### config.mk
export PLATFORM = sky130hd
export DESIGN_NAME = ssg_cordic
export DESIGN_NICKNAME = d
export VERILOG_FILES = /design/src/rtl/core/ssg_pkg.sv /design/src/rtl/core/ssg_cordic.sv
export SDC_FILE = /design/constraint.sdc
export NUM_CORES = 2
export LEC_CHECK = 0
export BUFFER_PORTS_ARGS = -buffer_cell sky130_fd_sc_hd__buf_2
export CORE_MARGIN = 5
export CORE_UTILIZATION = 62
export DETAILED_ROUTE_END_ITERATION = 12
export GPL_TIMING_DRIVEN = 0
export PLACE_DENSITY = 0.78
export SYNTH_ARGS = -nofsm -noshare
export SYNTH_HDL_FRONTEND = slang
export SYNTH_SLANG_ARGS = --single-unit
### constraint.sdc
create_clock -name clk -period 5.5 [get_ports clk]
set_input_delay 0.275 -clock clk [delete_from_list [all_inputs] [get_ports clk]]
set_output_delay 0.275 -clock clk [all_outputs]
set_load 0.1 [all_outputs]
### src/rtl/core/ssg_pkg.sv
// Shared constants, types and the CORDIC angle table for the sine sample generator.
package ssg_pkg;

	localparam int MOD_STEPS  = 47;
	localparam int FRAC_STEPS = 32;
	localparam int RATE_W     = 20;
	localparam int PROD_W     = 63;
	localparam int BIG_W      = RATE_W + 16;
	localparam int CW         = 34;

	localparam logic [63:0] PH_MULT    = 64'd44798133900177;
	localparam logic [22:0] PH_MULT_LO = PH_MULT[22:0];
	localparam logic [22:0] PH_MULT_HI = PH_MULT[45:23];
	localparam logic [63:0] PH_BIAS    = (64'd32768 * PH_MULT + (64'd1 << 28)) >> 29;

	localparam logic signed [CW-1:0] CORDIC_X0    = 34'sd652032874;
	localparam logic signed [CW-1:0] TURN_HALF    = 34'sd2147483648;
	localparam logic signed [CW-1:0] TURN_QUARTER = 34'sd1073741824;

	typedef logic signed [CW-1:0] cval_t;

	function automatic logic [31:0] arc_angle(input int unsigned i);
		logic [31:0] a;
		unique case (i)
			0:  a = 32'd536870912;
			1:  a = 32'd316933406;
			2:  a = 32'd167458907;
			3:  a = 32'd85004756;
			4:  a = 32'd42667331;
			5:  a = 32'd21354465;
			6:  a = 32'd10679838;
			7:  a = 32'd5340245;
			8:  a = 32'd2670163;
			9:  a = 32'd1335087;
			10: a = 32'd667544;
			11: a = 32'd333772;
			12: a = 32'd166886;
			13: a = 32'd83443;
			14: a = 32'd41722;
			15: a = 32'd20861;
			16: a = 32'd10430;
			17: a = 32'd5215;
			18: a = 32'd2608;
			19: a = 32'd1304;
			20: a = 32'd652;
			21: a = 32'd326;
			22: a = 32'd163;
			23: a = 32'd81;
			default: a = 32'd0;
		endcase
		return a;
	endfunction

endpackage

### src/rtl/core/ssg_cordic.sv
// Quadrant fold and pipelined rotation-mode CORDIC giving the sine in signed Q3.30.
module ssg_cordic
	import ssg_pkg::*;
#(
	parameter int CORDIC_STAGES = 16
)
(
	input  logic               clk,
	input  logic               arst_n,
	input  logic               adv,
	input  logic               vld,
	input  logic [31:0]        theta,
	input  logic signed [15:0] amp,
	output logic               sin_vld,
	output cval_t              sin_y,
	output logic signed [15:0] sin_amp
);

	cval_t zs, zf;
	assign zs = CW'(signed'(theta));

	always_comb begin
		priority if (zs > TURN_QUARTER) begin
			zf = TURN_HALF - zs;
		end else if (zs < -TURN_QUARTER) begin
			zf = -TURN_HALF - zs;
		end else begin
			zf = zs;
		end
	end

	cval_t              cx [CORDIC_STAGES+1];
	cval_t              cy [CORDIC_STAGES+1];
	cval_t              cz [CORDIC_STAGES+1];
	logic signed [15:0] ca [CORDIC_STAGES+1];
	logic               cv [CORDIC_STAGES+1];

	always_ff @(posedge clk or negedge arst_n) begin
		if (!arst_n) begin
			cv[0] <= 1'b0;
		end else if (adv) begin
			cv[0] <= vld;
		end
	end

	always_ff @(posedge clk) begin
		if (adv) begin
			cx[0] <= CORDIC_X0;
			cy[0] <= '0;
			cz[0] <= zf;
			ca[0] <= amp;
		end
	end

	for (genvar i = 0; i < CORDIC_STAGES; i++) begin : g_stage
		localparam logic [31:0] ARC = arc_angle(i);
		cval_t dx, dy, arc;
		assign dx  = cy[i] >>> i;
		assign dy  = cx[i] >>> i;
		assign arc = cval_t'({2'b00, ARC});

		always_ff @(posedge clk or negedge arst_n) begin
			if (!arst_n) begin
				cv[i+1] <= 1'b0;
			end else if (adv) begin
				cv[i+1] <= cv[i];
			end
		end

		always_ff @(posedge clk) begin
			if (adv) begin
				if (cz[i] >= 0) begin
					cx[i+1] <= cx[i] - dx;
					cy[i+1] <= cy[i] + dy;
					cz[i+1] <= cz[i] - arc;
				end else begin
					cx[i+1] <= cx[i] + dx;
					cy[i+1] <= cy[i] - dy;
					cz[i+1] <= cz[i] + arc;
				end
				ca[i+1] <= ca[i];
			end
		end
	end

	assign sin_vld = cv[CORDIC_STAGES];
	assign sin_y   = cy[CORDIC_STAGES];
	assign sin_amp = ca[CORDIC_STAGES];

endmodule

==> impl_metrics.tcl <==
set metrics [dict create \
    tightest_slew_ns 1.23 \
    endpoint "cx[6][33]" \
    slowest_delay_ns 0.49 \
    synth_ff_type "edfxtp_1" \
    max_freq_ghz 0.186 \
    ant_nets 0 \
    critPathLaunchType "register" \
    cts_sinks 1745 \
    grt_pass1_vias 102000 \
    grt.overflow.total 0 \
    viasPerCell 6.41 \
    cts_buffers 191 \
    pin_count 103 \
    cts.path.max_buffers 3 \
    synth_seq_cells 1745 \
    finalCriticalPeriod_ns 5.39 \
    ys_types 123 \
    root_buffer "clkbuf_16" \
    path_clk_slew_ns 0.06 \
    r2r-start "cz[5][33]" \
    syn_inst 13500 \
    syn_area_per_cell_sq_um 9.82 \
    period_share 0.980 \
    drtIter0Drc 11600 \
    numPortBuffers 102 \
    crit_type "reg -> reg" \
    area_delta_synth_final_pct 10.1 \
    syn_area_sq_um 133000 \
    grt_pass1_wl_um 582000 \
    critPathMaxFanout 10 \
    required_ns 6.07 \
    rr_worst_depth 17 \
    place.gp.congestion 1.03 \
    dieWidth_um 473 \
    hold_viol 0 \
    crit_top_cell "clkbuf_2" \
    async_flop_share 0.00974 \
    r2r_slack_ns 0.11 \
    post-route-util 0.683 \
    status "finished, final reports clean" \
    vias 109000 \
    maxSlewViolCount 0 \
    crit_slowest_cell "edfxtp_1" \
    htree_levels 4 \
    finalClockSkew_ns 0.0620 \
    startpoint "cz[5][33]" \
    cp_cell_sequence "nand2_2 -> clkbuf_2 -> clkbuf_2 -> clkbuf_2 -> o21ai_0 -> ha_1 -> a21o_1 -> a21o_1 -> a2111oi_2 -> o21bai_1 -> a31o_2 -> a211o_4 -> a221oi_4 -> o2111ai_1 -> a31oi_1 -> o21bai_1 -> xnor2_1" \
    cap_violations 0 \
    drive_above_1_share 0.0641 \
    worstReg2RegEnd "cx[6][33]" \
    grt_max_degree 115 \
    core-area_sq_um 214000 \
    start_util 0.621 \
    synth_warnings 0 \
    setup_violations 0 \
    num_rows 170 \
    antenna_found_initial 13 \
    crit_path_end_kind "register" \
    cts_tree "done" \
    remaining_drc_errors 0 \
    synth_edf_count 1728 \
    setup_tns_ns 0 \
    syn-num-nets 14900 \
    hold_path.class "in -> reg" \
    clock_latency_ns 0.88 \
    dr.pass1.iters 9 \
    die_h_um 473 \
    slew_headroom 0.181 \
    dieArea_sq_um 224000 \
    seq_area_frac_synth 0.394 \
    wl_per_cell_um 22.5 \
    routed_wl_um 381000 \
    crit_arrival_ns 5.96 \
    dpl.hpwl_um 296000 \
    nets 15300 \
    track_usage 0.328 \
]
==> critical path, delay by kind of cell, from the launching register on <==
kind	cells	cell delay (ns)
simple gates	1	0.24
xor+xnor	1	0.15
buf+inv	3	1.04
compound gates	11	2.84
flops	1	0.49
fa+ha+maj	1	0.32
==> metrics by stage <==
stage                     hold WS [ns]  setup slack [ns]  area, sq um  cells
after floorplan                -0.0206             0.318       133000  13500
after global placement           0.193             -8.44       137000  16500
after detailed placement         0.206             -4.17       138000  16500
after CTS                       0.0189           0.00326       146000  16900
after global routing            0.0126           -0.0778       146000  16900
final                           0.0690             0.111       146000  16900
==> flip-flops by register name (all words and copies together) (netlist names) <==
register and flops:
ca 272, cv 16, cx 435, cy 511, cz 510, sin_vld 1
==> logic make-up (layout without fill, tap and decap cells) <==
family | count (synthesis) | count (layout) | share of synthesized area
fa+ha+maj | 1312 | 1312 | 0.125
mux | 116 | 116 | 0.00923
compound gates | 4092 | 4092 | 0.197
flops | 1745 | 1745 | 0.394
xor+xnor | 1823 | 1823 | 0.120
simple gates | 3471 | 3471 | 0.126
buf+inv | 972 | 1533 | 0.0280
other cells | 0 | 7 | 0
==> layout make-up <==
cell class                 instances  area [sq um]
tap                             2838          3550
fill                           16500         67800
buffer                           322          1710
clock buffer                     226          4910
antenna                            7          17.5
inverter                         634          2390
multi-input combinational      10800         77500
sequential                      1745         52300
clock inverter                   125          1690
timing repair buffer             226          2140
==> synth_stat cells (all sizes together), types with 30 or more instances <==
library cell  count  area share
fa               36      0.0054
buf              88      0.0030
o21a            178       0.010
o21ai           845       0.032
ha             1251        0.12
or3              95      0.0045
a211oi          132      0.0076
and2             88      0.0042
a31o             35      0.0023
a211o            31      0.0021
nor4             92      0.0047
and3            104      0.0049
a21boi           79      0.0045
mux2             52      0.0044
nand2           800       0.023
o31ai           156      0.0089
nand3b           32      0.0018
nand3           265       0.010
nand4            92      0.0043
nand2b          201      0.0095
mux2i            64      0.0048
a21oi          1297       0.049
edfxtp         1728        0.39
clkbuf          250      0.0071
inv             628       0.018
o41ai            71      0.0051
and4             30      0.0020
xnor2          1231       0.081
or4              45      0.0026
o21bai          130      0.0074
nor2b           139      0.0065
a21o            539       0.030
a31oi           148      0.0070
nor2           1009       0.029
or2              49      0.0023
o211ai           77      0.0044
xor2            591       0.039
nor3            365       0.014
==> layer usage <==
metal / share of wire / global-route usage / up-vias
met5: 0.00066 / 0.00454 / -
met4: 0.040 / 0.114 / 16
met3: 0.093 / 0.0656 / 665
met2: 0.43 / 0.501 / 4658
met1: 0.43 / 0.468 / 52100
li1: - / - / 51100
==> worst min-delay path by stage <==
stage                     cells after the start  startpoint       end
after floorplan                               0      arst_n    cv[10]
after global placement                        1      arst_n   sin_vld
after detailed placement                      1      arst_n   sin_vld
after CTS                                     2         adv  ca[6][8]
after global routing                          2         adv  ca[2][4]
final                                         3         adv  ca[7][4]
==> timing repair <==
action                      CTS  global route
pin swaps                     3             7
hold endpoints to repair    119             0
hold buffers                 64             0
setup buffers                15            21
cloned                        2             0
setup endpoints to repair  1078            93
gates resized for setup     227           113
==> placed cells by master, fill, tap and decap left out, types with 104 or more instances in the layout <==
cell type / n
edfxtp_1: 1728
a21oi_1: 1282
ha_1: 1251
xnor2_1: 1229
nor2_1: 1007
nand2_1: 791
o21ai_0: 771
inv_1: 623
xor2_1: 590
a21o_1: 539
nor3_1: 353
nand3_1: 265
nand2b_1: 201
clkbuf_1: 195
clkbuf_16: 191
o21a_1: 178
o31ai_1: 146
a31oi_1: 146
nor2b_1: 139
o21bai_1: 127
buf_2: 120
a211oi_1: 115
and3_1: 104
Power is not shown: default switching activity piles up to over one toggle a cycle in this logic, so the estimate is an artifact.
